$ cat config.mk
export PLATFORM = sky130hd
export DESIGN_NAME = stack_with_search_and_filter_core_flat
export DESIGN_NICKNAME = d
export VERILOG_FILES = /design/src/design/swsf_pkg.sv /design/src/design/swsf_stream_if.sv /design/src/design/swsf_mem.sv /design/src/design/swsf_ctrl.sv /design/src/design/stack_with_search_and_filter_core.sv /design/src/flat_wrapper.sv
export SDC_FILE = /design/constraint.sdc
export NUM_CORES = 1
export LEC_CHECK = 0
export BUFFER_PORTS_ARGS = -buffer_cell sky130_fd_sc_hd__buf_2
export CAP_MARGIN = 30
export CORE_ASPECT_RATIO = 1.75
export CORE_MARGIN = 4
export CORE_UTILIZATION = 62
export CTS_CLUSTER_DIAMETER = 80
export DETAILED_ROUTE_END_ITERATION = 7
export GPL_TIMING_DRIVEN = 0
export PLACE_DENSITY_LB_ADDON = 0.1
export SLEW_MARGIN = 20
export SYNTH_ARGS = -nofsm -noshare
export SYNTH_HDL_FRONTEND = slang
export SYNTH_SLANG_ARGS = --single-unit
$ cat constraint.sdc
create_clock -name clk -period 5.5 [get_ports clk]
set_input_delay 1.1 -clock clk [delete_from_list [all_inputs] [get_ports clk]]
set_output_delay 1.1 -clock clk [all_outputs]
set_load 0.005 [all_outputs]
$ cat src/design/swsf_pkg.sv
// Package for the stack with search and filter block.
// Holds request/response types, command, compare-mode and status codes.
// No dependencies.
package swsf_pkg;

	localparam int DEPTH_DEF = 16;
	localparam int VAL_W     = 32;
	localparam int CNT_OUT_W = 5;

	typedef enum logic [1:0] {
		CMD_PUSH   = 2'd0,
		CMD_POP    = 2'd1,
		CMD_EXISTS = 2'd2,
		CMD_REMOVE = 2'd3
	} cmd_t;

	typedef enum logic [1:0] {
		MODE_LT = 2'd0,
		MODE_EQ = 2'd1,
		MODE_GT = 2'd2
	} mode_t;

	typedef enum logic [1:0] {
		STAT_OK         = 2'd0,
		STAT_POP_EMPTY  = 2'd1,
		STAT_PUSH_FULL  = 2'd2
	} status_t;

	typedef struct packed {
		logic [1:0]              command;
		logic signed [VAL_W-1:0] operand_value;
		logic [1:0]              compare_mode;
	} req_t;

	typedef struct packed {
		logic signed [VAL_W-1:0] popped_value;
		logic                    found;
		logic [CNT_OUT_W-1:0]    entry_count;
		logic                    is_empty;
		logic [1:0]              status;
	} rsp_t;

endpackage

$ cat src/design/swsf_stream_if.sv
// Valid/ready stream interface carrying one request or response payload.
// Payload type is a parameter; types come from swsf_pkg.
interface swsf_stream_if #(
	parameter type T = logic
);
	logic valid;
	logic ready;
	T     data;

	modport source (output valid, output data, input ready);
	modport sink   (input valid, input data, output ready);
endinterface

$ cat src/design/swsf_mem.sv
// Entry store: one write port, one read port, registered read data.
// Depends on swsf_pkg for the word width.
module swsf_mem #(
	parameter int DEPTH = swsf_pkg::DEPTH_DEF,
	parameter int AW    = $clog2(DEPTH)
) (
	input  logic                          clk,
	input  logic                          we,
	input  logic [AW-1:0]                 waddr,
	input  logic [swsf_pkg::VAL_W-1:0]    wdata,
	input  logic                          re,
	input  logic [AW-1:0]                 raddr,
	output logic [swsf_pkg::VAL_W-1:0]    rdata
);

	logic [swsf_pkg::VAL_W-1:0] mem_q [DEPTH];

	always_ff @(posedge clk) begin
		if (we) begin
			mem_q[waddr] <= wdata;
		end
	end

	always_ff @(posedge clk) begin
		if (re) begin
			rdata <= mem_q[raddr];
		end
	end

endmodule

$ cat src/design/swsf_ctrl.sv
// Command sequencer: decodes a request, walks the entry store for exists and
// remove, compacts survivors in place, and holds the response until taken.
// Depends on swsf_pkg; drives swsf_mem.
module swsf_ctrl #(
	parameter int DEPTH = swsf_pkg::DEPTH_DEF
) (
	input  logic                          clk,
	input  logic                          arst_n,
	input  logic                          req_valid,
	output logic                          req_ready,
	input  swsf_pkg::req_t                req,
	output logic                          rsp_valid,
	input  logic                          rsp_ready,
	output swsf_pkg::rsp_t                rsp,
	output logic                          mem_we,
	output logic [$clog2(DEPTH)-1:0]      mem_waddr,
	output logic [swsf_pkg::VAL_W-1:0]    mem_wdata,
	output logic                          mem_re,
	output logic [$clog2(DEPTH)-1:0]      mem_raddr,
	input  logic [swsf_pkg::VAL_W-1:0]    mem_rdata
);

	localparam int AW = $clog2(DEPTH);
	localparam int CW = $clog2(DEPTH + 1);

	typedef enum logic [1:0] {
		ST_IDLE,
		ST_POP_RD,
		ST_SCAN,
		ST_DONE
	} state_t;

	state_t                      state_q;
	logic [CW-1:0]               count_q;
	logic [CW-1:0]               rd_idx_q;
	logic [CW-1:0]               kept_q;
	logic [1:0]                  op_q;
	logic [1:0]                  mode_q;
	logic signed [swsf_pkg::VAL_W-1:0] val_q;
	logic signed [swsf_pkg::VAL_W-1:0] popped_q;
	logic                        found_q;
	logic [1:0]                  status_q;

	logic                        accept;
	logic                        full;
	logic                        empty;
	logic                        hit_eq;
	logic                        hit;
	logic                        keep;
	logic [CW-1:0]               count_m1;
	logic [CW+swsf_pkg::CNT_OUT_W-1:0] count_ext;

	assign accept   = req_valid && (state_q == ST_IDLE);
	assign req_ready = (state_q == ST_IDLE);
	assign full     = (count_q == CW'(DEPTH));
	assign empty    = (count_q == '0);
	assign count_m1 = count_q - CW'(1);

	// compare the entry just read against the latched operand
	always_comb begin
		hit_eq = ($signed(mem_rdata) == val_q);
		case (mode_q)
			swsf_pkg::MODE_LT: hit = ($signed(mem_rdata) < val_q);
			swsf_pkg::MODE_EQ: hit = hit_eq;
			swsf_pkg::MODE_GT: hit = ($signed(mem_rdata) > val_q);
			default:           hit = 1'b0;
		endcase
		keep = !hit;
	end

	// write address (kept) always trails the read index, so no forwarding
	always_comb begin
		mem_we    = 1'b0;
		mem_waddr = kept_q[AW-1:0];
		mem_wdata = mem_rdata;
		mem_re    = 1'b0;
		mem_raddr = rd_idx_q[AW-1:0];
		case (state_q)
			ST_IDLE: begin
				if (accept) begin
					case (req.command)
						swsf_pkg::CMD_PUSH: begin
							mem_we    = !full;
							mem_waddr = count_q[AW-1:0];
							mem_wdata = req.operand_value;
						end
						swsf_pkg::CMD_POP: begin
							mem_re    = !empty;
							mem_raddr = count_m1[AW-1:0];
						end
						default: begin
							mem_re    = !empty;
							mem_raddr = '0;
						end
					endcase
				end
			end
			ST_SCAN: begin
				mem_re = (rd_idx_q != count_q);
				mem_we = (op_q == swsf_pkg::CMD_REMOVE) && keep;
			end
			default: begin
			end
		endcase
	end

	always_ff @(posedge clk or negedge arst_n) begin
		if (!arst_n) begin
			state_q  <= ST_IDLE;
			count_q  <= '0;
			rd_idx_q <= '0;
			kept_q   <= '0;
			op_q     <= '0;
			mode_q   <= '0;
			val_q    <= '0;
			popped_q <= '0;
			found_q  <= 1'b0;
			status_q <= swsf_pkg::STAT_OK;
		end else begin
			case (state_q)
				ST_IDLE: begin
					if (accept) begin
						op_q     <= req.command;
						mode_q   <= req.compare_mode;
						val_q    <= req.operand_value;
						popped_q <= '0;
						found_q  <= 1'b0;
						status_q <= swsf_pkg::STAT_OK;
						case (req.command)
							swsf_pkg::CMD_PUSH: begin
								if (full) begin
									status_q <= swsf_pkg::STAT_PUSH_FULL;
								end else begin
									count_q <= count_q + CW'(1);
								end
								state_q <= ST_DONE;
							end
							swsf_pkg::CMD_POP: begin
								if (empty) begin
									status_q <= swsf_pkg::STAT_POP_EMPTY;
									state_q  <= ST_DONE;
								end else begin
									state_q <= ST_POP_RD;
								end
							end
							default: begin
								rd_idx_q <= CW'(1);
								kept_q   <= '0;
								state_q  <= empty ? ST_DONE : ST_SCAN;
							end
						endcase
					end
				end
				ST_POP_RD: begin
					popped_q <= mem_rdata;
					count_q  <= count_m1;
					state_q  <= ST_DONE;
				end
				ST_SCAN: begin
					if (mem_re) begin
						rd_idx_q <= rd_idx_q + CW'(1);
					end
					if (op_q == swsf_pkg::CMD_EXISTS && hit_eq) begin
						found_q <= 1'b1;
					end
					if (mem_we) begin
						kept_q <= kept_q + CW'(1);
					end
					// last entry is being compared: no read left to issue
					if (rd_idx_q == count_q) begin
						if (op_q == swsf_pkg::CMD_REMOVE) begin
							count_q <= kept_q + CW'(keep);
						end
						state_q <= ST_DONE;
					end
				end
				ST_DONE: begin
					if (rsp_ready) begin
						state_q <= ST_IDLE;
					end
				end
				default: begin
					state_q <= ST_IDLE;
				end
			endcase
		end
	end

	assign count_ext = {{swsf_pkg::CNT_OUT_W{1'b0}}, count_q};

	always_comb begin
		rsp_valid         = (state_q == ST_DONE);
		rsp.popped_value  = popped_q;
		rsp.found         = found_q;
		rsp.entry_count   = count_ext[swsf_pkg::CNT_OUT_W-1:0];
		rsp.is_empty      = empty;
		rsp.status        = status_q;
	end

	a_count_bound: assert property (@(posedge clk) disable iff (!arst_n)
		count_q <= CW'(DEPTH))
		else $error("entry count above depth");

	a_push_incr: assert property (@(posedge clk) disable iff (!arst_n)
		(accept && req.command == swsf_pkg::CMD_PUSH && !full)
		|=> (count_q == $past(count_q) + CW'(1)))
		else $error("push did not grow the store");

	a_wr_trails_rd: assert property (@(posedge clk) disable iff (!arst_n)
		(state_q == ST_SCAN && mem_we) |-> (kept_q < rd_idx_q))
		else $error("compaction write overtook the read index");

	a_we_states: assert property (@(posedge clk) disable iff (!arst_n)
		mem_we |-> (state_q == ST_IDLE || state_q == ST_SCAN))
		else $error("store written outside push or remove");

endmodule

$ cat src/design/stack_with_search_and_filter_core.sv
// Channel   Dir  Payload                                          Handshake
// in_ch     in   command, operand_value, compare_mode             valid/ready
// out_ch    out  popped_value, found, entry_count, is_empty,      valid/ready
//                status
// Push writes the store on acceptance; pop reads the top entry and latches it;
// exists and remove read one stored entry per cycle through the single read port.
// One request in flight; the next is taken while the previous response sits in
// the output register. arst_n clears count and control; entries need no clear.
// out_ch stall holds the response and backs up into in_ch.ready.
// Top level: instantiates swsf_ctrl and swsf_mem; uses swsf_pkg, swsf_stream_if.
module stack_with_search_and_filter_core #(
	parameter int DEPTH = swsf_pkg::DEPTH_DEF
) (
	input  logic                  clk,
	input  logic                  arst_n,
	swsf_stream_if.sink           in_ch,
	swsf_stream_if.source         out_ch
);

	localparam int AW = $clog2(DEPTH);

	logic                       rsp_valid;
	logic                       rsp_ready;
	swsf_pkg::rsp_t             rsp;
	logic                       mem_we;
	logic [AW-1:0]              mem_waddr;
	logic [swsf_pkg::VAL_W-1:0] mem_wdata;
	logic                       mem_re;
	logic [AW-1:0]              mem_raddr;
	logic [swsf_pkg::VAL_W-1:0] mem_rdata;
	logic                       out_vld_q;
	swsf_pkg::rsp_t             out_data_q;

	swsf_ctrl #(.DEPTH(DEPTH)) u_ctrl (
		.clk       (clk),
		.arst_n    (arst_n),
		.req_valid (in_ch.valid),
		.req_ready (in_ch.ready),
		.req       (in_ch.data),
		.rsp_valid (rsp_valid),
		.rsp_ready (rsp_ready),
		.rsp       (rsp),
		.mem_we    (mem_we),
		.mem_waddr (mem_waddr),
		.mem_wdata (mem_wdata),
		.mem_re    (mem_re),
		.mem_raddr (mem_raddr),
		.mem_rdata (mem_rdata)
	);

	swsf_mem #(.DEPTH(DEPTH), .AW(AW)) u_mem (
		.clk   (clk),
		.we    (mem_we),
		.waddr (mem_waddr),
		.wdata (mem_wdata),
		.re    (mem_re),
		.raddr (mem_raddr),
		.rdata (mem_rdata)
	);

	// output register separates the sequencer from the downstream stall
	assign rsp_ready = !out_vld_q || out_ch.ready;

	always_ff @(posedge clk or negedge arst_n) begin
		if (!arst_n) begin
			out_vld_q <= 1'b0;
		end else if (rsp_ready) begin
			out_vld_q <= rsp_valid;
		end
	end

	always_ff @(posedge clk) begin
		if (rsp_ready && rsp_valid) begin
			out_data_q <= rsp;
		end
	end

	assign out_ch.valid = out_vld_q;
	assign out_ch.data  = out_data_q;

endmodule

$ cat src/flat_wrapper.sv
// flat-port wrapper written by rule: the top's interface ports become plain ports
module stack_with_search_and_filter_core_flat import swsf_pkg::*;
#(
	parameter int DEPTH = swsf_pkg::DEPTH_DEF
)
  (clk, arst_n, in_ch_valid, in_ch_data, in_ch_ready, out_ch_valid, out_ch_data, out_ch_ready);
  swsf_stream_if #(.T(req_t)) in_ch_i ();
  swsf_stream_if #(.T(rsp_t)) out_ch_i ();
  input  logic clk;
  input  logic arst_n;
  input wire logic [$bits(in_ch_i.valid)-1:0] in_ch_valid;
  input wire logic [$bits(in_ch_i.data)-1:0] in_ch_data;
  output wire logic [$bits(in_ch_i.ready)-1:0] in_ch_ready;
  output wire logic [$bits(out_ch_i.valid)-1:0] out_ch_valid;
  output wire logic [$bits(out_ch_i.data)-1:0] out_ch_data;
  input wire logic [$bits(out_ch_i.ready)-1:0] out_ch_ready;
  assign in_ch_i.valid = in_ch_valid;
  assign in_ch_i.data = in_ch_data;
  assign in_ch_ready = in_ch_i.ready;
  assign out_ch_valid = out_ch_i.valid;
  assign out_ch_data = out_ch_i.data;
  assign out_ch_i.ready = out_ch_ready;
  stack_with_search_and_filter_core #(.DEPTH(DEPTH)) u_core (.clk(clk), .arst_n(arst_n), .in_ch(in_ch_i), .out_ch(out_ch_i));
endmodule
-- Yosys cells after proc, flatten, opt, wreduce, memory -nomap -nowiden
Memories as Yosys holds them, arrays and structs flattened. A register that Yosys moved wholly into a read port is not among the register bits.
Index checks and enable logic that the tools add are counted.
- add/sub/neg operators: 5
- order comparisons: 2
- equality and inequality tests: 22
- muxes and demuxes: 47
- reductions and logical operators: 24
- operators by type and width (cell ; number):
    $mux 32 ; 4
    $pmux 32 s2 ; 1
    $mux 5 ; 11
    $eq 32x32->1 ; 1
    $gt 32x32->1 ; 1
    $lt 32x32->1 ; 1
    $mux 4 ; 5
    $pmux 5 s2 ; 2
    $add 5x1->5 const B ; 3
    $pmux 5 s3 ; 1
    $ne 2x2->1 const B ; 6
    $eq 2x2->1 const B ; 5
    $mux 1 ; 10
    $mux 2 ; 5
    $ne 2x1->1 const B ; 4
    $pmux 2 s2 ; 2
    $pmux 2 s4 ; 1
    $pmux 4 s2 ; 1
    $reduce_and 4->1 ; 2
    $eq 2x1->1 const B ; 3
    $logic_not 2->1 ; 3
    $pmux 1 s2 ; 3
    $reduce_and 3->1 ; 2
    $reduce_and 6->1 ; 1
    other kinds (14) ; 22
- bits in registers: 130
- memory bits (writable): 512
- logic and storage cells: 117
- memories kept: 1
- memories (memory ; words ; width ; rd ports ; clocked after memory_dff ; write ports ; RTL line ; source):
    u_core.u_mem.mem_q ; 16 ; 32 ; 1 ; 1 ; 1 ; swsf_mem.sv:16 ; logic [swsf_pkg::VAL_W-1:0] mem_q [DEPTH];

-- Logic depth before layout (Yosys ltp)
- depth after elaboration: 7
- mapped depth: 16
- depth with buffers taken out: 16

-- Modules after synthesis
From an unflattened synthesis, not the netlist that was laid out.
- cell total of the unflattened synthesis: 1437
- area, all modules: 26705.6 um^2
- modules (own cells, without submodules) (module ; times used ; cells an instance ; area each (um^2) ; seq. area each (um^2)):
    swsf_mem ; 1 ; 838 ; 20155.6 ; 16335.7
    swsf_ctrl ; 1 ; 554 ; 5265.0 ; 2202.1
    stack_with_search_and_filter_core ; 1 ; 45 ; 1285.0 ; 1256.2

-- Least setup slack after synthesis
No wires, ideal clock.
- path kind: reg2reg
- from: register u_core.u_mem.rdata[23] in the netlist's numbering, read port of u_core.u_mem.mem_q
- to: memory u_core.u_mem.mem_q[11][0] in the netlist's numbering (enable)
- setup time: 0.421 ns
- arrival: 4.233 ns
- setup slack: 0.846 ns
- stages on the path, launching flop included: 11
- period minus slack after synthesis: 4.654 ns
- path through: edfxtp_1 ha_1 nand4_2 or4_4 nor4_4 o221ai_1 o31ai_1 mux2_4 o31ai_2 o21ai_0 nor2_1
- longest elaborated chain between the ends: 7
- elaborated cells between the ends (all ways): 9
- RTL lines (item ; RTL line ; source):
    start: declaration ; swsf_mem.sv:13 ; output logic [swsf_pkg::VAL_W-1:0] rdata
    $gt 32x32->1 (tied with other cells) ; swsf_ctrl.sv:65 ; swsf_pkg::MODE_GT: hit = ($signed(mem_rdata) > val_q);
    $pmux 1 s3 (*) ; swsf_ctrl.sv:62 ; case (mode_q)
    $logic_not 1->1 (*) ; swsf_ctrl.sv:68 ; keep = !hit;
    $logic_and 1x1->1 (*) ; swsf_ctrl.sv:100 ; mem_we = (op_q == swsf_pkg::CMD_REMOVE) && keep;
    $pmux 1 s2 (*) ; swsf_ctrl.sv:78 ; case (state_q)
    $mux 1 (*) ; swsf_mem.sv:19 ; if (we) begin
    $mux 1 (not written as such) (*) ; swsf_mem.sv:20 ; mem_q[waddr] <= wdata;
    end: declaration ; swsf_mem.sv:16 ;
Mark *: on every way between the ends. The rest lies on a longest branch, timed or not.

-- Worst setup path after layout
- from: register u_core.u_ctrl.state_q[0]
- to: register u_core.u_mem.rdata[24] in the netlist's numbering, read port of u_core.u_mem.mem_q (data pin)
- longest elaborated chain between the ends: 4
- elaborated cells between the ends (all ways): 7
- RTL lines (item ; RTL line ; source):
    start: declaration ; swsf_ctrl.sv:33 ; state_t state_q;
    start signal: assignment ; swsf_ctrl.sv:149 ; state_q <= empty ? ST_DONE : ST_SCAN;
    $logic_not 2->1 ; swsf_ctrl.sv:53, swsf_ctrl.sv:78 ;
    $logic_and 1x1->1 ; swsf_ctrl.sv:53 ; assign accept = req_valid && (state_q == ST_IDLE);
    $mux 1 / $mux 4 (equally long branches) ; swsf_ctrl.sv:80 ; if (accept) begin
    $pmux 1 s2 / $mux 4 (equally long branches) ; swsf_ctrl.sv:78 ;
Several ways; a longest one is shown, not always the timed one.
A chain may end at the register's enable or synchronous reset.

==> metrics.md <==
| Metric | Value |
|---|---|
| Total Power | `17000 uW` |
| Clk_lat worst skew | `0.61 ns` |
| CP max stage delay | `0.81 ns` |
| Top cells by area, synth | `edfxtp_1, dfrtp_1, nand2_1` |
| Leak Pwr | `0.0109 uW` |
| Post-DP HPWL | `52900 um` |
| Synth cell types | `48` |
| Final setup viols | `0` |
| Final Slew Violations | `0` |
| TritonRoute pass-1 iters | `6` |
| Initial antenna violation count | `0` |
| Nets | `2318` |
| Most common cell in the netlist | `edfxtp_1` |
| WHS Path Cells | `0` |
| CP delay by family, top | `buffers and inverters` |
| # port buffers | `81` |
| Peak supply drop | `0.404 mV` |
| Routed length on met3 | `5940 um` |
| Clk pin slew, worst setup/hold paths | `roughly 0.07 ns` |
| DR WL met2 | `between 30000 and 40000 um` |
| Number of synthesis warnings | `0` |
| Worst path cell trace | `inv_1, ha_1, clkbuf_1, and2_1, clkbuf_1, nand2_1, nor2_1, a22oi_1, clkbuf_1, clkbuf_1, clkbuf_1, nand2_1, a31oi_1, a211oi_1, a21oi_1` |
| Synth cell count leaders | `edfxtp_1, nand2_1, a211oi_1, clkbuf_1, and2_1` |
| Critical path's most frequent cell | `clkbuf_1` |
| Mux cell area share after synthesis | `0.127%` |
| WL met1 | `25400 um` |
| Total vias in the final route | `approximately 19000` |
| Syn Area/Cell | `13.3 sq um` |
| Number of gates resized after CTS | `0` |
| Top-area cell type share of the netlist area | `63.8%` |
| Setup slack, reg-to-reg | `0.34 ns` |
| Row cnt | `101` |
| Cell count after placement | `2739` |
| Wire per inst | `26.4 um` |
| Post-layout util | `a little under three quarters` |
| Cell Pwr Density | `around 540 nW/um^2` |
| Die footprint | `48000 sq um` |
| Tcrit/Tclk final | `roughly 94%` |
| Syn Nets | `2150` |
| Num ports | `83` |
| CP max-delay cell | `a22oi_1` |
| N_diodes | `0` |
| Simple-gate share of the synthesized area | `10.6%` |
| Post-synth top flop | `edfxtp_1` |
| #FFs+latches synth | `674` |
| Synth Area in XOR/XNOR | `0.445%` |
| Residual DRC | `0` |
| Pin count of the biggest net entering global routing | `51` |
| Final Hold Fails | `0` |
| Number of buffers created by CTS | `57` |
| Die Wd | `167 um` |
| Max layer used | `met4` |
| Min cycle time layout | `5.16 ns` |
| Max-capacitance violation count | `0` |
| Total GRT Usage | `30.7%` |
| Synth Area in Adders | `between 1.5 and 2%` |
| Crit. End Element | `register` |
| Setup repair bufs after CTS | `0` |
| Clk buf depth | `3` |
| WP data arrival | `5.53 ns` |
| Skew final | `0.0252 ns` |
| Antenna Nets Post-Route | `0` |
| RSZ-0062 raised after global routing | `no` |
| CTS Root Cell | `clkbuf_16` |
| Yosys top cell by area | `edfxtp_1` |
| Hold WC Path Type | `reg -> reg` |
| Ys async rst share | `13.2%` |
| Synthesized cell area | `27500 sq um` |
| Drt initial violations | `between 2000 and 2500` |
| Status | `finished, final reports clean` |
| TritonCTS Sinks | `674` |
| Die Height | `around 290 um` |
| CTS tree | `yes` |
| CP Launch Type | `register` |
| Grt total ovfl | `0` |
| Core Area | `approximately 44000 sq um` |
| Max Clk Rate | `194 MHz` |
| Layout cells sized above 1 | `9.42%` |
| Worst Max-Slew Pin Slew | `1.04 ns` |
| Detailed Route WL | `roughly 75000 um` |
| First-pass GRT wire length | `between 100000 and 150000 um` |
| Worst rel slew slack | `30.9%` |
| Final Non-Filler Cells | `2848` |
| Crit path buffers/inverters | `6` |
| WP data required | `5.87 ns` |
| Crit path max fanout | `10` |
| Vias in the first global route | `18959` |
| Htree depth | `2` |
| Post-Synthesis Cells | `2068` |
| R2R depth | `15` |
| Synth Area in Compound Gates | `12.6%` |
| EDFF count, synth | `between 500 and 600` |
| Main combinational cell family by area after synthesis | `compound AO/OA/AOI/OAI gates` |
| GPL Wtd Cong | `0.898` |
| Hold Buf Count CTS | `0` |
| Area grow syn2layout | `13.3%` |
| Initial Utilization | `63.0%` |
| Stages on the worst setup path | `15` |
| Seq/Total Area, Yosys | `~72%` |
| Crit path kind | `reg -> reg` |
| Via density per instance | `approximately 6.5` |
registers in the layout (all words and copies together) (netlist names):
name	flops
u_core.u_mem.mem_q	512
u_core.out_ch.data	41
u_core.u_ctrl.popped_q	32
u_core.u_ctrl.val_q	32
u_core.u_mem.rdata	32
u_core.u_ctrl.count_q	5
u_core.u_ctrl.kept_q	5
u_core.u_ctrl.rd_idx_q	5
u_core.u_ctrl.mode_q	2
u_core.u_ctrl.op_q	2
u_core.u_ctrl.state_q	2
u_core.u_ctrl.status_q	2
u_core.out_ch.valid	1
u_core.u_ctrl.found_q	1
cell usage in the layout (no fill, tap or decap), drive strengths merged, types with 3 or more instances in the layout:
cell type	synthesis	routed
a221oi	4	4
a31oi	72	72
o21ai	56	56
xor2	8	8
a311oi	64	64
clkinvlp	0	3
nand3	19	19
nand2	432	432
nor2	35	35
and2	131	131
bufinv	0	7
a21oi	87	87
clkbuf	129	204
inv	47	47
dfrtp	89	89
edfxtp	585	585
buf	7	115
a211oi	161	161
clkinv	0	21
o21a	3	3
a22oi	5	5
nor2b	3	3
and3	4	4
xnor2	6	6
nor3b	7	7
a22o	34	34
ha	42	42
nor3	5	5
o31ai	3	3
nand4	8	8
cells by family (layout without fill, tap and decap cells):
group / after synthesis / in the layout
DFF: 674 / 674
and+or+nand+nor: 650 / 650
AOI/OAI and AO/OA: 502 / 502
buffers and inverters: 183 / 397
adders and majority gates: 42 / 42
xor gates and xnor gates: 14 / 14
muxes: 3 / 3
report_power, final:
group,internal (uW),switching (uW)
registers,6970,373
clock network,2290,1790
logic,1580,3980
total,10800,6150
final timing paths:
kind                                                 start                          to
worst max-delay path              u_core.u_ctrl.state_q[0]      u_core.u_mem.rdata[24]
worst min-delay path            u_core.u_ctrl.popped_q[25]      u_core.out_ch.data[34]
worst max register to register    u_core.u_ctrl.state_q[0]      u_core.u_mem.rdata[24]
worst min register to register  u_core.u_ctrl.popped_q[25]      u_core.out_ch.data[34]
max in group asynchronous                           arst_n  u_core.u_ctrl.popped_q[11]
min in group asynchronous                           arst_n    u_core.u_ctrl.count_q[3]
layout make-up:
class	instances	area [sq um]
Buffer	136	510
Multi-Input combinational cell	1211	7200
Inverter	47	176
Sequential cell	674	19800
Tap cell	566	708
Timing Repair Buffer	109	948
Clock inverter	31	334
Fill cell	2971	12500
Clock buffer	74	1530
metal layers:
metal  global-route usage (%)  up-vias
met5                        0        -
met1                     35.3     9103
met4                     16.9        0
met2                     55.5     1104
li1                         -     8075
met3                     3.94      274
per-stage QoR:
step / hold WS [ns] / TNS [ns] / setup slack (ns) / cell area (sq um)
finish: 0.450 / 0 / 0.338 / 31200
global route: 0.463 / 0 / 0.0396 / 31200
global placement: 0.438 / -528.67 / -1.20 / 28700
CTS: 0.454 / 0 / 0.410 / 31200
detailed placement: 0.439 / 0 / 0.0452 / 29300
floorplan: 0.425 / 0 / 0.846 / 27500
Note: power is estimated with default switching activity, not from simulation.
